`config.mk`:
```
export PLATFORM = sky130hd
export DESIGN_NAME = three_floor_elevator_controller
export DESIGN_NICKNAME = d
export VERILOG_FILES = /design/src/tfec_pkg.sv /design/src/tfec_cfg.sv /design/src/tfec_core.sv /design/src/three_floor_elevator_controller.sv
export SDC_FILE = /design/constraint.sdc
export NUM_CORES = 1
export LEC_CHECK = 0
export ABC_CLOCK_PERIOD_IN_PS = 6050
export BUFFER_PORTS_ARGS = -buffer_cell sky130_fd_sc_hd__clkbuf_2
export CAP_MARGIN = 20
export CELL_PAD_IN_SITES_DETAIL_PLACEMENT = 2
export CELL_PAD_IN_SITES_GLOBAL_PLACEMENT = 2
export CORE_MARGIN = 1.5
export CORE_UTILIZATION = 35
export DETAILED_ROUTE_END_ITERATION = 10
export HOLD_SLACK_MARGIN = 0.15
export PLACE_DENSITY = 0.82
export SLEW_MARGIN = 20
export SYNTH_ARGS = -nofsm -noshare
export SYNTH_HDL_FRONTEND = slang
export SYNTH_SLANG_ARGS = --single-unit
```
`constraint.sdc`:
```
create_clock -name aclk -period 6.05 [get_ports aclk]
set_input_delay 1.21 -clock aclk [delete_from_list [all_inputs] [get_ports aclk]]
set_output_delay 1.21 -clock aclk [all_outputs]
set_load 0.005 [all_outputs]
```
`src/tfec_pkg.sv`:
```
// Shared types, constants and helper functions for the three-floor elevator controller.
package tfec_pkg;

    localparam int SAMPLE_W    = 12;
    localparam int SAMPLE_BITS_DEF = 12;
    localparam int POS_W       = 13;
    localparam int F0_W        = 12;
    localparam int SPACING_W   = 11;
    localparam int TOL_W       = 8;
    localparam int CFG_IDX_W   = 2;
    localparam int CFG_DATA_W  = 12;
    localparam int S_TDATA_W   = 16;
    localparam int S_TUSER_W   = 2;
    localparam int M_TDATA_W   = 16;

    localparam logic [F0_W-1:0]      F0_RST      = 12'd0;
    localparam logic [SPACING_W-1:0] SPACING_RST = 11'd288;
    localparam logic [TOL_W-1:0]     TOL_RST     = 8'd10;

    localparam logic [CFG_IDX_W-1:0] REG_FLOOR0  = 2'd0;
    localparam logic [CFG_IDX_W-1:0] REG_SPACING = 2'd1;
    localparam logic [CFG_IDX_W-1:0] REG_TOL     = 2'd2;

    localparam logic [1:0] ACT_KEY    = 2'd0;
    localparam logic [1:0] ACT_SAMPLE = 2'd1;
    localparam logic [1:0] ACT_TIMER  = 2'd2;

    localparam logic [2:0] KEY_FLOOR0 = 3'd0;
    localparam logic [2:0] KEY_FLOOR2 = 3'd2;
    localparam logic [2:0] KEY_ALARM  = 3'd3;
    localparam logic [2:0] KEY_ESTOP  = 3'd4;

    localparam logic [1:0] FLOOR_0 = 2'd0;
    localparam logic [1:0] FLOOR_1 = 2'd1;
    localparam logic [1:0] FLOOR_2 = 2'd2;

    localparam logic [6:0] SEG_0 = 7'h3F;
    localparam logic [6:0] SEG_1 = 7'h06;
    localparam logic [6:0] SEG_2 = 7'h5B;

    typedef struct packed {
        logic [F0_W-1:0]      floor0;
        logic [SPACING_W-1:0] spacing;
        logic [TOL_W-1:0]     tol;
    } cfg_t;

    typedef struct packed {
        logic       report_alarm;
        logic       report_emergency;
        logic [1:0] report_floor;
        logic       report_valid;
        logic [6:0] segments;
        logic       buzzer;
        logic       stop_lamp;
        logic       motor_up;
        logic       motor_on;
    } result_t;

    function automatic logic [POS_W-1:0] floor_pos(input logic [1:0] k, input cfg_t c);
        logic [POS_W:0] sp1;
        logic [POS_W:0] sum;
        sp1 = {3'b0, c.spacing};
        case (k)
            FLOOR_0: sum = {2'b0, c.floor0};
            FLOOR_1: sum = {2'b0, c.floor0} + sp1;
            FLOOR_2: sum = {2'b0, c.floor0} + (sp1 << 1);
            default: sum = {2'b0, c.floor0} + sp1 + (sp1 << 1);
        endcase
        return sum[POS_W-1:0];
    endfunction

    // open window: |s - pos| < tol
    function automatic logic in_window(input logic [SAMPLE_W-1:0] s,
                                       input logic [POS_W-1:0] pos,
                                       input logic [TOL_W-1:0] tol);
        logic signed [POS_W+1:0] d;
        logic signed [POS_W+1:0] t;
        d = $signed({3'b0, s}) - $signed({2'b0, pos});
        t = $signed({7'b0, tol});
        return (d < t) && (d > -t);
    endfunction

    function automatic logic [6:0] seg_of(input logic [1:0] f);
        case (f)
            FLOOR_0: return SEG_0;
            FLOOR_1: return SEG_1;
            FLOOR_2: return SEG_2;
            default: return 7'h00;
        endcase
    endfunction

endpackage

```
`src/tfec_cfg.sv`:
```
// Configuration register file: floor base position, floor spacing, window tolerance.
module tfec_cfg
    import tfec_pkg::*;
(
    input  logic                  aclk,
    input  logic                  aresetn,
    input  logic                  wr_en,
    input  logic [CFG_IDX_W-1:0]  wr_index,
    input  logic [CFG_DATA_W-1:0] wr_data,
    output cfg_t                  cfg
);

    cfg_t cfg_reg;
    cfg_t cfg_next;

    always_comb begin
        cfg_next = cfg_reg;
        if (wr_en) begin
            case (wr_index)
                REG_FLOOR0:  cfg_next.floor0  = wr_data[F0_W-1:0];
                REG_SPACING: cfg_next.spacing = wr_data[SPACING_W-1:0];
                REG_TOL:     cfg_next.tol     = wr_data[TOL_W-1:0];
                default:     cfg_next = cfg_reg;
            endcase
        end
    end

    always_ff @(posedge aclk) begin
        if (!aresetn) begin
            cfg_reg <= '{floor0: F0_RST, spacing: SPACING_RST, tol: TOL_RST};
        end else begin
            cfg_reg <= cfg_next;
        end
    end

    assign cfg = cfg_reg;

endmodule

```
`src/tfec_core.sv`:
```
// Elevator state registers and the combinational decision logic for one request.
module tfec_core
    import tfec_pkg::*;
(
    input  logic                aclk,
    input  logic                aresetn,
    input  logic                step,
    input  logic [1:0]          action,
    input  logic [2:0]          key,
    input  logic [SAMPLE_W-1:0] sample,
    input  cfg_t                cfg,
    output result_t             result
);

    logic [1:0]       cur_floor_reg,  cur_floor_next;
    logic             moving_reg,     moving_next;
    logic             dir_up_reg,     dir_up_next;
    logic [1:0]       tgt_floor_reg,  tgt_floor_next;
    logic [POS_W-1:0] tgt_pos_reg,    tgt_pos_next;
    logic             q_valid_reg,    q_valid_next;
    logic [1:0]       q_floor_reg,    q_floor_next;
    logic             stop_lit_reg,   stop_lit_next;
    logic             buzzer_reg,     buzzer_next;

    logic [1:0] est_floor;
    logic       at_target;
    logic       rep, rep_em, rep_al;

    // last matching window wins in the order 1, 2, 0
    always_comb begin
        if (in_window(sample, floor_pos(FLOOR_0, cfg), cfg.tol)) begin
            est_floor = FLOOR_0;
        end else if (in_window(sample, floor_pos(FLOOR_2, cfg), cfg.tol)) begin
            est_floor = FLOOR_2;
        end else if (in_window(sample, floor_pos(FLOOR_1, cfg), cfg.tol)) begin
            est_floor = FLOOR_1;
        end else begin
            est_floor = cur_floor_reg;
        end
    end

    assign at_target = in_window(sample, tgt_pos_reg, cfg.tol);

    always_comb begin
        cur_floor_next = cur_floor_reg;
        moving_next    = moving_reg;
        dir_up_next    = dir_up_reg;
        tgt_floor_next = tgt_floor_reg;
        tgt_pos_next   = tgt_pos_reg;
        q_valid_next   = q_valid_reg;
        q_floor_next   = q_floor_reg;
        stop_lit_next  = stop_lit_reg;
        buzzer_next    = buzzer_reg;
        rep            = 1'b0;
        rep_em         = 1'b0;
        rep_al         = 1'b0;
        case (action)
            ACT_KEY: begin
                if (key inside {[KEY_FLOOR0:KEY_FLOOR2]}) begin
                    stop_lit_next = 1'b0;
                    if (!moving_reg) begin
                        tgt_floor_next = key[1:0];
                        tgt_pos_next   = floor_pos(key[1:0], cfg);
                        if (key[1:0] != cur_floor_reg) begin
                            dir_up_next = key[1:0] > cur_floor_reg;
                            moving_next = 1'b1;
                        end
                    end else if (!q_valid_reg && key[1:0] != tgt_floor_reg) begin
                        q_valid_next = 1'b1;
                        q_floor_next = key[1:0];
                    end
                end else if (key == KEY_ALARM) begin
                    buzzer_next = 1'b1;
                    rep_al      = 1'b1;
                end else if (key == KEY_ESTOP) begin
                    moving_next   = 1'b0;
                    stop_lit_next = 1'b1;
                    q_valid_next  = 1'b0;
                    rep_em        = 1'b1;
                end
            end
            ACT_SAMPLE: begin
                if (moving_reg) begin
                    if (at_target) begin
                        cur_floor_next = est_floor;
                        moving_next    = 1'b0;
                        if (q_valid_reg) begin
                            q_valid_next   = 1'b0;
                            tgt_floor_next = q_floor_reg;
                            tgt_pos_next   = floor_pos(q_floor_reg, cfg);
                            if (q_floor_reg != est_floor) begin
                                dir_up_next = q_floor_reg > est_floor;
                                moving_next = 1'b1;
                            end
                        end
                    end
                    if ({1'b0, sample} != tgt_pos_next) begin
                        cur_floor_next = est_floor;
                        rep            = 1'b1;
                    end
                end
            end
            ACT_TIMER: buzzer_next = 1'b0;
            default:   buzzer_next = buzzer_reg;
        endcase
    end

    always_ff @(posedge aclk) begin
        if (!aresetn) begin
            cur_floor_reg <= FLOOR_0;
            moving_reg    <= 1'b0;
            dir_up_reg    <= 1'b0;
            tgt_floor_reg <= FLOOR_0;
            tgt_pos_reg   <= '0;
            q_valid_reg   <= 1'b0;
            q_floor_reg   <= FLOOR_0;
            stop_lit_reg  <= 1'b0;
            buzzer_reg    <= 1'b0;
        end else if (step) begin
            cur_floor_reg <= cur_floor_next;
            moving_reg    <= moving_next;
            dir_up_reg    <= dir_up_next;
            tgt_floor_reg <= tgt_floor_next;
            tgt_pos_reg   <= tgt_pos_next;
            q_valid_reg   <= q_valid_next;
            q_floor_reg   <= q_floor_next;
            stop_lit_reg  <= stop_lit_next;
            buzzer_reg    <= buzzer_next;
        end
    end

    always_comb begin
        result.motor_on         = moving_next;
        result.motor_up         = dir_up_next;
        result.stop_lamp        = stop_lit_next;
        result.buzzer           = buzzer_next;
        result.segments         = seg_of(cur_floor_next);
        result.report_valid     = rep;
        result.report_floor     = rep ? cur_floor_next : 2'd0;
        result.report_emergency = rep_em;
        result.report_alarm     = rep_al;
    end

endmodule

```
`src/three_floor_elevator_controller.sv`:
```
// Top level: stream ports, input register, result register and configuration port.
//
//  channel | direction | handshake         | payload
//  s_      | in        | s_tvalid/s_tready | s_tuser action, s_tdata key and sample
//  m_      | out       | m_tvalid/m_tready | m_tdata lamps, motor, display, reports
//  cfg_    | in        | cfg_valid/cfg_ready | cfg_index, cfg_data
//
// One request per cycle unless m_tready stalls the output; a taken request goes into
// the input register, then through the decision logic into the result register.
// aresetn clears the elevator state, the valid flags and loads the register defaults.
// A stall on m_tready holds the result; s_tready drops only when both registers are full
// and m_tready is low.
// cfg_ready is always high.
module three_floor_elevator_controller
    import tfec_pkg::*;
#(
    parameter int SAMPLE_BITS = SAMPLE_BITS_DEF
) (
    input  logic                  aclk,
    input  logic                  aresetn,
    input  logic                  s_tvalid,
    output logic                  s_tready,
    input  logic [S_TDATA_W-1:0]  s_tdata,   // [2:0] key, [14:3] sample, [15] zero
    input  logic [S_TUSER_W-1:0]  s_tuser,   // [1:0] action
    output logic                  m_tvalid,
    input  logic                  m_tready,
    output logic [M_TDATA_W-1:0]  m_tdata,   // [0] motor_on, [1] motor_up, [2] stop_lamp,
                                             // [3] buzzer, [10:4] segments,
                                             // [11] report_valid, [13:12] report_floor,
                                             // [14] report_emergency, [15] report_alarm
    input  logic                  cfg_valid,
    output logic                  cfg_ready,
    input  logic [CFG_IDX_W-1:0]  cfg_index,
    input  logic [CFG_DATA_W-1:0] cfg_data
);

    localparam int SAMPLE_KEEP = (SAMPLE_BITS < SAMPLE_W) ? SAMPLE_BITS : SAMPLE_W;
    localparam logic [SAMPLE_W-1:0] SAMPLE_MASK =
        SAMPLE_W'((32'd1 << SAMPLE_KEEP) - 32'd1);

    logic                in_vld_reg;
    logic [1:0]          action_reg;
    logic [2:0]          key_reg;
    logic [SAMPLE_W-1:0] sample_reg;
    logic                out_vld_reg;
    result_t             out_reg;

    cfg_t    cfg;
    result_t result;
    logic    advance;
    logic    s_accept;

    assign advance   = !out_vld_reg || m_tready;
    assign s_tready  = !in_vld_reg || advance;
    assign s_accept  = s_tvalid && s_tready;
    assign cfg_ready = 1'b1;

    tfec_cfg u_cfg (
        .aclk     (aclk),
        .aresetn  (aresetn),
        .wr_en    (cfg_valid && cfg_ready),
        .wr_index (cfg_index),
        .wr_data  (cfg_data),
        .cfg      (cfg)
    );

    tfec_core u_core (
        .aclk    (aclk),
        .aresetn (aresetn),
        .step    (in_vld_reg && advance),
        .action  (action_reg),
        .key     (key_reg),
        .sample  (sample_reg),
        .cfg     (cfg),
        .result  (result)
    );

    always_ff @(posedge aclk) begin
        if (!aresetn) begin
            in_vld_reg <= 1'b0;
        end else if (s_tready) begin
            in_vld_reg <= s_tvalid;
        end
    end

    always_ff @(posedge aclk) begin
        if (s_accept) begin
            action_reg <= s_tuser[1:0];
            key_reg    <= s_tdata[2:0];
            sample_reg <= s_tdata[3 +: SAMPLE_W] & SAMPLE_MASK;
        end
    end

    always_ff @(posedge aclk) begin
        if (!aresetn) begin
            out_vld_reg <= 1'b0;
        end else if (advance) begin
            out_vld_reg <= in_vld_reg;
        end
    end

    always_ff @(posedge aclk) begin
        if (advance && in_vld_reg) begin
            out_reg <= result;
        end
    end

    assign m_tvalid = out_vld_reg;
    assign m_tdata  = out_reg;

endmodule
```
==> flow_summary.json, run 1 <==
{
  "timing.clock.skew_ps": 18.2,
  "min_delay_path_depth": 2,
  "setup_ws_ps": -1060,
  "worst_slew_pin_slew_ps": 1210,
  "critical_path.max_stage_delay_ps": 490,
  "timing.critical_path.mode_cell": "buf_4",
  "drc": 0,
  "setup_viol_count_final": 17,
  "achievable-frequency_ghz": 0.141,
  "p_per_area_nw_per_um2": 184,
  "timing.setup.tns_ps": -7470,
  "final_design_area_no_fill_um2": 14700,
  "number_of_rows_in_the_core_area": 65,
  "clk_transition_reported_paths_ps": 90,
  "static-leakage-power_nw": 6.17,
  "viasPerCell": 7.29,
  "die_area_um2": 33400,
  "synth.lib_cells_used.distinct": 95,
  "totalWireLength_mm": 80.8,
  "synth.cells.most_frequent": "166 x ha_1, 144 x nor2_1, 117 x a21oi_1",
  "synthesis.yosys.warnings": 0,
  "cts-htree-levels": 3,
  "number_of_placed_cells_counting_well_taps": 2005,
  "synth_top_area_cell": "ha_1",
  "cp.required_ps": 6170,
  "worst_slew_margin_rel": 0.187,
  "violations": "negative setup slack",
  "post-synth-top-area-fraction": 0.183,
  "ctsHoldBuffers": 0,
  "timing.setup.critical_path_class": "flip-flop to flip-flop",
  "numPortBuffers": 53,
  "detailed_placement_hpwl_mm": 45.1,
  "finalWeightedCongestion": 0.914,
  "antenna_found_initial": 6,
  "die_height_um": 183,
  "crit_path_max_fanout": 4,
  "clkLatencyLatePin_ps": 390,
  "yosys_most_used_dff": "dfxtp_1",
  "synthMostInstantiatedCell": "ha_1",
  "cts.sinks": 88,
  "timing.reg2reg.worst_path_depth": 33,
  "postSynthRegisterBits": 88,
  "syn-mean-instance-area_um2": 8.00,
  "synth_enable_flop_cells": 31,
  "timing_max_transition_violations_final": 0,
  "fin_cells": 2049,
  "core_area_um2": 31700,
  "cts_tree": "done",
  "cts_max_path_buffers": 2,
  "cts_inserted_buffers": 9,
  "grt_start_max_net_pins": 30,
  "syn_nets": 1626,
  "ys_top_cells_by_area": "ha_1 18%, dfxtp_1 10%, edfxtp_1 8.2%",
  "global_route_wire_length_before_repair_mm": 98.2,
  "syn_area_um2": 11300,
  "initial_utilization": 0.357,
  "rsz0062_at_grt": "true",
  "grt_util_all_layers": 0.395,
  "drive_gt1_frac": 0.278,
  "first_pass_iters": 5,
  "route.antenna.remaining_nets": 0,
  "count_of_mapped_cells_out_of_synthesis": 1416,
  "worst_vdd_ir_uv": 201,
  "avgRoutedWirePerCell_um": 39.4,
  "maxCapViolCount": 0,
  "gr-total-overflow": 0,
  "area_growth_syn_to_layout_pct": 30.2,
  "clk_root_buffer_cell": "clkbuf_16",
  "crit_path_top_delay_cell": "a2111oi_0",
  "crit_arrival_ps": 7230,
  "outcome": "finished with violations",
  "setup.worst_path.end_class": "flip-flop",
  "via_count_of_the_first_global_routing_pass": 15200,
  "hold-worst-slack_ps": 545,
  "largest_register_ffs": 31,
  "ios": 56,
  "postPlaceCellArea_um2": 13300,
  "sequential_share_of_the_synthesized_area": 0.183,
  "hold_path_class": "flip-flop to flip-flop",
  "num-nets-final": 1851,
  "hold_viol_final": 0,
  "die_boundary_width_um": 183,
  "timing.final.crit_share": 1.18,
  "setup.worst_path.start_class": "flip-flop",
  "fin_total_pwr_mw": 2.71,
  "finalWorstPathRequiredPeriod_ps": 7110,
  "dr_total_vias": 14900,
  "drt_iter0_drc": 2179,
  "postSynth.asyncResetShare": 0,
  "final.fill_count": 3521
}
worst max-delay path, delay by kind of cell, from the launching register on:
family | cells | cell delay, ps
and+or+nand+nor | 8 | 1250
DFF | 1 | 420
adders and majority gates | 4 | 1000
buffers and inverters | 7 | 950
AOI/OAI and AO/OA | 14 | 3210
through the flow:
| stage | util | setup WS, ps |
|---|---|---|
| 2_1_floorplan | - | 2.08 |
| 3_3_place_gp | 0.418 | -588 |
| 3_5_place_dp | 0.418 | -1150 |
| 4_1_cts | 0.437 | -467 |
| 5_1_grt | 0.465 | -1030 |
| 6_report | 0.465 | -1060 |
metal layers:
| metal | track usage | wire (um) | up-vias |
|---|---|---|---|
| met4 | 0.313 | 8400 | 8 |
| met3 | 0.0794 | 8190 | 605 |
| met2 | 0.653 | 35300 | 1312 |
| met1 | 0.445 | 28900 | 7293 |
| li1 | - | - | 5722 |
| met5 | 0 | 57 | - |
cell type report:
cell class | count | area, um^2 | area share
flip-flops and latches | 88 | 2080 | 0.141
inverters | 98 | 375 | 0.0255
diodes | 1 | 2.50 | 0.000170
clock buffers | 10 | 229 | 0.0155
well taps | 402 | 503 | 0.0341
multi-input cells | 1181 | 9630 | 0.653
repair buffers | 263 | 1870 | 0.127
clock inverters | 6 | 55.1 | 0.00373
path summary, 6_finish.rpt:
kind	start	end	slack, ps
max	u_cfg.cfg[21]$_SDFFE_PN0P_	m_tdata[1]$_DFFE_PP_	-1060
min	u_cfg.cfg[11]$_SDFFE_PN0P_	u_cfg.cfg[11]$_SDFFE_PN0P_	540
max reg2reg	u_cfg.cfg[21]$_SDFFE_PN0P_	m_tdata[1]$_DFFE_PP_	-1060
min reg2reg	u_cfg.cfg[11]$_SDFFE_PN0P_	u_cfg.cfg[11]$_SDFFE_PN0P_	540
placed cells by master, fill, tap and decap left out, types with 7 or more instances in the layout:
cell,n
or3_1,8
nand2_1,101
o22ai_1,8
a211o_1,7
nand2b_1,14
o21a_1,26
a21oi_1,101
inv_1,89
o21bai_1,9
o211ai_1,18
clkbuf_2,53
o21ai_1,10
a21o_1,25
ha_4,15
nand3_1,24
buf_6,7
dfxtp_1,55
a31oi_1,7
or2_2,7
mux4_2,13
mux2i_1,17
nand4_1,18
o21ai_0,76
xor2_1,18
a21oi_2,15
edfxtp_1,31
xnor2_1,48
and3_1,8
nor2b_1,23
a211oi_1,12
clkbuf_16,9
nor3_1,29
ha_1,150
nor4_1,12
buf_4,203
nor2_1,134
cell families (layout without fill, tap and decap cells):
| group | count (synthesis) | in the layout | share of synthesized area |
|---|---|---|---|
| compound gates | 431 | 431 | 0.260 |
| xor+xnor | 75 | 75 | 0.0592 |
| fa+ha+maj | 177 | 177 | 0.199 |
| buf+inv | 147 | 377 | 0.0507 |
| flops | 88 | 88 | 0.183 |
| mux | 33 | 33 | 0.0438 |
| other cells | 1 | 2 | 0.000331 |
| simple gates | 464 | 464 | 0.204 |
report_power, final:
part | internal, mW | leakage, nW | switching [mW]
Combinational | 0.533 | 5.29 | 0.880
Clock | 0.287 | 0.136 | 0.338
Sequential | 0.634 | 0.749 | 0.0387
repair_timing:
| action | in CTS | in global routing |
|---|---|---|
| resized for setup | 62 | 136 |
| buffers inserted | 14 | 22 |
| pin swaps | 32 | 50 |
| endpoints found under the setup margin | 14 | 16 |
Note: power is estimated with default switching activity, not from simulation.
==> inputs of run 2 (changes only) <==
--- a/config.mk
+++ b/config.mk
@@ -15,6 +15,7 @@
 export DETAILED_ROUTE_END_ITERATION = 10
 export HOLD_SLACK_MARGIN = 0.15
 export PLACE_DENSITY = 0.82
+export RECOVER_POWER = 50
 export SLEW_MARGIN = 20
 export SYNTH_ARGS = -nofsm -noshare
 export SYNTH_HDL_FRONTEND = slang
==> run 2 against run 1 <==
  * The flow finishes with violations (max-capacitance violations, max-slew violations, negative setup slack)
  * Worst hold slack about the same
  * Largest power group unchanged
  * Die area unchanged
  * Final area decreased by 0.17%
  * First-iteration DRC count is 3.7% lower
  * Highest routed layer unchanged
  * Sequential power hardly changed
  * Clock-buffer cell count unchanged
==> flow_summary.json, run 2 (same netlist as run 1, synthesis figures left out) <==
{
  "maxCapViolCount": 4,
  "postPlaceCellArea_um2": 13300,
  "numPortBuffers": 53,
  "cts_max_path_buffers": 2,
  "p_comb_frac": 0.521,
  "rsz0062_at_grt": "true",
  "drive_gt1_frac": 0.264,
  "die_area_um2": 33400,
  "violations": "max-capacitance violations, max-slew violations, negative setup slack",
  "achievable-frequency_ghz": 0.140,
  "timing.setup.critical_path_class": "flip-flop to flip-flop",
  "setup.worst_path.start_class": "flip-flop",
  "cts_tree": "done",
  "viasPerCell": 7.34,
  "initial_utilization": 0.357,
  "static-leakage-power_nw": 6.11,
  "clock_power_share": 0.231,
  "grt_start_max_net_pins": 30,
  "via_count_of_the_first_global_routing_pass": 15200,
  "cp.required_ps": 6170,
  "finalWorstPathRequiredPeriod_ps": 7120,
  "crit_arrival_ps": 7240,
  "timing.critical_path.mode_cell": "buf_4",
  "timing.reg2reg.worst_path_depth": 33,
  "core_area_um2": 31700,
  "clk_root_buffer_cell": "clkbuf_16",
  "route.antenna.remaining_nets": 0,
  "critical_path.max_stage_delay_ps": 480,
  "num-nets-final": 1851,
  "timing_max_transition_violations_final": 90,
  "setup_viol_count_final": 19,
  "gr-total-overflow": 0,
  "area_growth_syn_to_layout_pct": 30.0,
  "avgRoutedWirePerCell_um": 39.3,
  "ios": 56,
  "antenna_found_initial": 6,
  "grt_util_all_layers": 0.395,
  "clk_transition_reported_paths_ps": 90,
  "drt_iter0_drc": 2099,
  "dr_total_vias": 15100,
  "hold_viol_final": 0,
  "setup.worst_path.end_class": "flip-flop",
  "layout_common_cells": "201 x buf_4, 150 x ha_1, 134 x nor2_1",
  "finalWeightedCongestion": 0.914,
  "clkLatencyLatePin_ps": 400,
  "internal_power_mw": 1.45,
  "detailed_placement_hpwl_mm": 45.1,
  "number_of_rows_in_the_core_area": 65,
  "mostFrequentLayoutCell": "buf_4",
  "worst_vdd_ir_uv": 201,
  "postLayoutCoreUtil": 0.464,
  "cts_inserted_buffers": 9,
  "worst_slew_pin_slew_ps": 1880,
  "outcome": "finished with violations",
  "totalWireLength_mm": 80.7,
  "first_pass_iters": 6,
  "fin_total_pwr_mw": 2.71,
  "sw_frac_of_total": 0.464,
  "hold_path_class": "flip-flop to flip-flop",
  "cts.sinks": 88,
  "die_height_um": 183,
  "cts-htree-levels": 3,
  "pwr-share-seq": 0.248,
  "final_design_area_no_fill_um2": 14700,
  "die_boundary_width_um": 183,
  "timing.final.crit_share": 1.18,
  "setup_ws_ps": -1070,
  "crit_path_max_fanout": 4,
  "ctsHoldBuffers": 0,
  "largest_register_ffs": 31,
  "drc": 0,
  "p_per_area_nw_per_um2": 184,
  "crit_path_top_delay_cell": "a2111oi_0",
  "global_route_wire_length_before_repair_mm": 98.2,
  "min_delay_path_depth": 2,
  "final.fill_count": 3530,
  "timing.clock.skew_ps": 17.9,
  "worst_slew_margin_rel": -0.254,
  "power.net_switching_mw": 1.26
}
==> run 2: cell count changes in the layout (fill, tap and decap cells not counted) <==
cell / before / now
clkbuf_2: 53 / 33
buf_4: 203 / 201
and2_1: 5 / 4
diode_2: 1 / 4
clkbuf_1: 1 / 23
and2_0: 0 / 1
==> run 2: worst paths after layout <==
path,start,slack (ps),end
worst max-delay path,u_cfg.cfg[21]$_SDFFE_PN0P_,-1070,m_tdata[1]$_DFFE_PP_
worst min-delay path,u_cfg.cfg[11]$_SDFFE_PN0P_,540,u_cfg.cfg[11]$_SDFFE_PN0P_
worst max register to register,u_cfg.cfg[21]$_SDFFE_PN0P_,-1070,m_tdata[1]$_DFFE_PP_
worst min register to register,u_cfg.cfg[11]$_SDFFE_PN0P_,540,u_cfg.cfg[11]$_SDFFE_PN0P_
==> run 2: critical path: cells and delay by family, from the launching register on <==
kind / cells / cell delay [ps]
buffers and inverters: 7 / 950
adder cells (fa/ha/maj): 4 / 1010
AND/OR/NAND/NOR: 8 / 1240
flip-flops: 1 / 420
AO/OA/AOI/OAI: 14 / 3190
==> run 2: final cells by class <==
type / instances / area, um^2 / area share
Antenna cell: 4 / 10.0 / 0.000680
Clock buffer: 10 / 229 / 0.0156
Clock inverter: 6 / 55.1 / 0.00374
Inverter: 98 / 375 / 0.0255
Multi-Input combinational cell: 1181 / 9630 / 0.654
Sequential cell: 88 / 2080 / 0.141
Tap cell: 402 / 503 / 0.0342
Timing Repair Buffer: 263 / 1840 / 0.125
==> run 2: through the flow <==
step / worst slack (ps) / hold slack, ps / setup TNS [ps] / cells
after floorplan: 2.08 / 437 / 0 / 1416
after global placement: -588 / 447 / -2460 / 2005
after detailed placement: -1150 / 454 / -8380 / 2005
after CTS: -467 / 519 / -1470 / 2030
after global routing: -1030 / 575 / -7330 / 2048
final: -1070 / 545 / -7480 / 2052
==> run 2: routing by layer <==
layer,up-vias,GRT usage,part of all wire
li1,5720,-,-
met2,1337,0.653,0.44
met4,8,0.313,0.10
met1,7367,0.445,0.36
met3,620,0.0794,0.10
met5,-,0,0.00069
==> run 2: what timing repair did <==
item,CTS,global route
hold endpoints to repair,0,0
pin swaps,32,50
gates resized for setup,62,136
setup endpoints to repair,14,16
setup buffers,14,22
==> run 2: power groups by stage <==
stage / Sequential, mW / Clock [mW] / Combinational, mW
floorplan: 0.665 / 0 / 0.606
global placement: 0.675 / 0 / 0.927
detailed placement: 0.677 / 0 / 1.03
CTS: 0.665 / 0.595 / 1.09
global route: 0.672 / 0.631 / 1.44
finish: 0.672 / 0.625 / 1.41
==> inputs of run 3 (changes only) <==
--- a/config.mk
+++ b/config.mk
@@ -5,16 +5,16 @@
 export SDC_FILE = /design/constraint.sdc
 export NUM_CORES = 1
 export LEC_CHECK = 0
-export ABC_CLOCK_PERIOD_IN_PS = 6050
+export ABC_CLOCK_PERIOD_IN_PS = 6800
 export BUFFER_PORTS_ARGS = -buffer_cell sky130_fd_sc_hd__clkbuf_2
 export CAP_MARGIN = 20
 export CELL_PAD_IN_SITES_DETAIL_PLACEMENT = 2
 export CELL_PAD_IN_SITES_GLOBAL_PLACEMENT = 2
 export CORE_MARGIN = 1.5
-export CORE_UTILIZATION = 35
+export CORE_UTILIZATION = 39
 export DETAILED_ROUTE_END_ITERATION = 10
 export HOLD_SLACK_MARGIN = 0.15
-export PLACE_DENSITY = 0.82
+export PLACE_DENSITY = 0.86
 export RECOVER_POWER = 50
 export SLEW_MARGIN = 20
 export SYNTH_ARGS = -nofsm -noshare
==> constraint.sdc (replaced) <==
create_clock -name aclk -period 6.8 [get_ports aclk]
set_input_delay 1.36 -clock aclk [delete_from_list [all_inputs] [get_ports aclk]]
set_output_delay 1.36 -clock aclk [all_outputs]
set_load 0.005 [all_outputs]
==> run 3 against run 2 <==
  * Largest power group unchanged
  * Fmax shrank 5.6%
  * Flip-flop and latch count did not move
  * Clock power shrank 8.2%
  * Final area decreased by 11%
  * Worst setup slack improved by 330 ps
  * The run still ends with max-capacitance violations, max-slew violations, negative setup slack left
  * Utilization fell by 0.57 points
  * Combinational power down 25%
  * Highest routed layer unchanged
==> flow_summary.json, run 3 (same netlist as run 1, synthesis figures left out) <==
{
  "outcome": "finished with violations",
  "violations": "max-capacitance violations, max-slew violations, negative setup slack",
  "cts.sinks": 88,
  "hold-worst-slack_ps": 531,
  "cp.required_ps": 6930,
  "grt_start_max_net_pins": 30,
  "hold_path_class": "flip-flop to flip-flop",
  "ios": 56,
  "number_of_rows_in_the_core_area": 62,
  "worst_slew_margin_rel": -0.0900,
  "setup.worst_path.start_class": "flip-flop",
  "worst_slew_pin_slew_ps": 1630,
  "final.fill_count": 3140,
  "drive_gt1_frac": 0.165,
  "area_growth_syn_to_layout_pct": 15.9,
  "totalWireLength_mm": 67.9,
  "largest_register_ffs": 31,
  "layout_common_cells": "154 x ha_1, 141 x nor2_1, 108 x a21oi_1",
  "die_boundary_width_um": 173,
  "achievable-frequency_ghz": 0.133,
  "p_per_area_nw_per_um2": 171,
  "grt_util_all_layers": 0.361,
  "avgRoutedWirePerCell_um": 35.8,
  "drt_iter0_drc": 1671,
  "timing.clock.skew_ps": 34.7,
  "fin_total_pwr_mw": 2.24,
  "numPortBuffers": 53,
  "via_count_of_the_first_global_routing_pass": 13700,
  "worst_vdd_ir_uv": 144,
  "cts_max_path_buffers": 2,
  "drc": 0,
  "die_area_um2": 30100,
  "worst-path-buf-inv": 4,
  "postPlaceCellArea_um2": 12200,
  "antenna_found_initial": 3,
  "finalWeightedCongestion": 0.920,
  "cts_tree": "done",
  "cts-htree-levels": 3,
  "final_design_area_no_fill_um2": 13100,
  "setup.worst_path.end_class": "flip-flop",
  "clk_transition_reported_paths_ps": 80,
  "timing.final.crit_share": 1.11,
  "setup_viol_count_final": 6,
  "first_pass_iters": 8,
  "crit_path_top_delay_cell": "dfxtp_1",
  "ctsHoldBuffers": 0,
  "gr-total-overflow": 0,
  "timing.setup.tns_ps": -2910,
  "hold_viol_final": 0,
  "initial_utilization": 0.396,
  "detailed_placement_hpwl_mm": 40.5,
  "crit_arrival_ps": 7670,
  "setup_ws_ps": -746,
  "timing.setup.critical_path_class": "flip-flop to flip-flop",
  "viasPerCell": 7.22,
  "die_height_um": 173,
  "critical-path-top-delay-family": "simple AND/OR/NAND/NOR gates",
  "num-nets-final": 1715,
  "number_of_placed_cells_counting_well_taps": 1852,
  "postLayoutCoreUtil": 0.458,
  "crit_path_max_fanout": 8,
  "static-leakage-power_nw": 5.36,
  "timing_max_transition_violations_final": 90,
  "dr_total_vias": 13700,
  "timing.critical_path.mode_cell": "inv_1",
  "cts_inserted_buffers": 9,
  "fin_cells": 1897,
  "critical_path.max_stage_delay_ps": 560,
  "clkLatencyLatePin_ps": 410,
  "mostFrequentLayoutCell": "ha_1",
  "global_route_wire_length_before_repair_mm": 83.4,
  "maxCapViolCount": 4,
  "core_area_um2": 28600,
  "clk_root_buffer_cell": "clkbuf_16",
  "finalWorstPathRequiredPeriod_ps": 7550,
  "dp_worst_slack_ps": -488,
  "route.antenna.remaining_nets": 0
}
[run 3: tightest hold or removal path, stage by stage, from the launching register on]
cell	delay, ps
dfxtp_1	330
nand2_1	70
a21oi_1	80
[run 3: power breakdown]
group	switching [mW]	internal (mW)
logic	0.684	0.379
registers	0.0350	0.564
clock network	0.287	0.287
total	1.01	1.23
[run 3: per-layer routing]
| metal | part of all wire | vias up | track usage | wire length [um] |
|---|---|---|---|---|
| li1 | - | 5445 | - | - |
| met1 | 0.37 | 6795 | 0.422 | 25000 |
| met2 | 0.45 | 1024 | 0.623 | 30700 |
| met3 | 0.091 | 438 | 0.0590 | 6170 |
| met4 | 0.087 | 2 | 0.211 | 5930 |
| met5 | 0.00080 | - | 0 | 54 |
[run 3: repair_timing]
action | 4_1_cts | 5_1_grt
setup buffers | 8 | 18
endpoints found under the setup margin | 5 | 9
gates cloned | 0 | 0
gates resized for setup | 31 | 69
pin swaps | 14 | 34
[run 3: cell type report]
| class | instances | area (um^2) | area share |
|---|---|---|---|
| Multi-Input combinational cell | 1181 | 9090 | 0.693 |
| Sequential cell | 88 | 2080 | 0.159 |
| Timing Repair Buffer | 127 | 798 | 0.0609 |
| Tap cell | 384 | 480 | 0.0366 |
| Inverter | 98 | 368 | 0.0280 |
| Clock buffer | 11 | 233 | 0.0177 |
| Clock inverter | 5 | 56.3 | 0.00429 |
| Antenna cell | 3 | 7.51 | 0.000572 |
[run 3: worst paths after layout]
kind / start / end / slack [ps] / cells after the start
hold reg to reg: u_core.buzzer_reg$_SDFFE_PN0P_ / u_core.buzzer_reg$_SDFFE_PN0P_ / 530 / 2
setup reg to reg: u_cfg.cfg[25]$_SDFFE_PN0P_ / m_tdata[1]$_DFFE_PP_ / -750 / 30
setup / recovery: u_cfg.cfg[25]$_SDFFE_PN0P_ / m_tdata[1]$_DFFE_PP_ / -750 / 30
hold / removal: u_core.buzzer_reg$_SDFFE_PN0P_ / u_core.buzzer_reg$_SDFFE_PN0P_ / 530 / 2
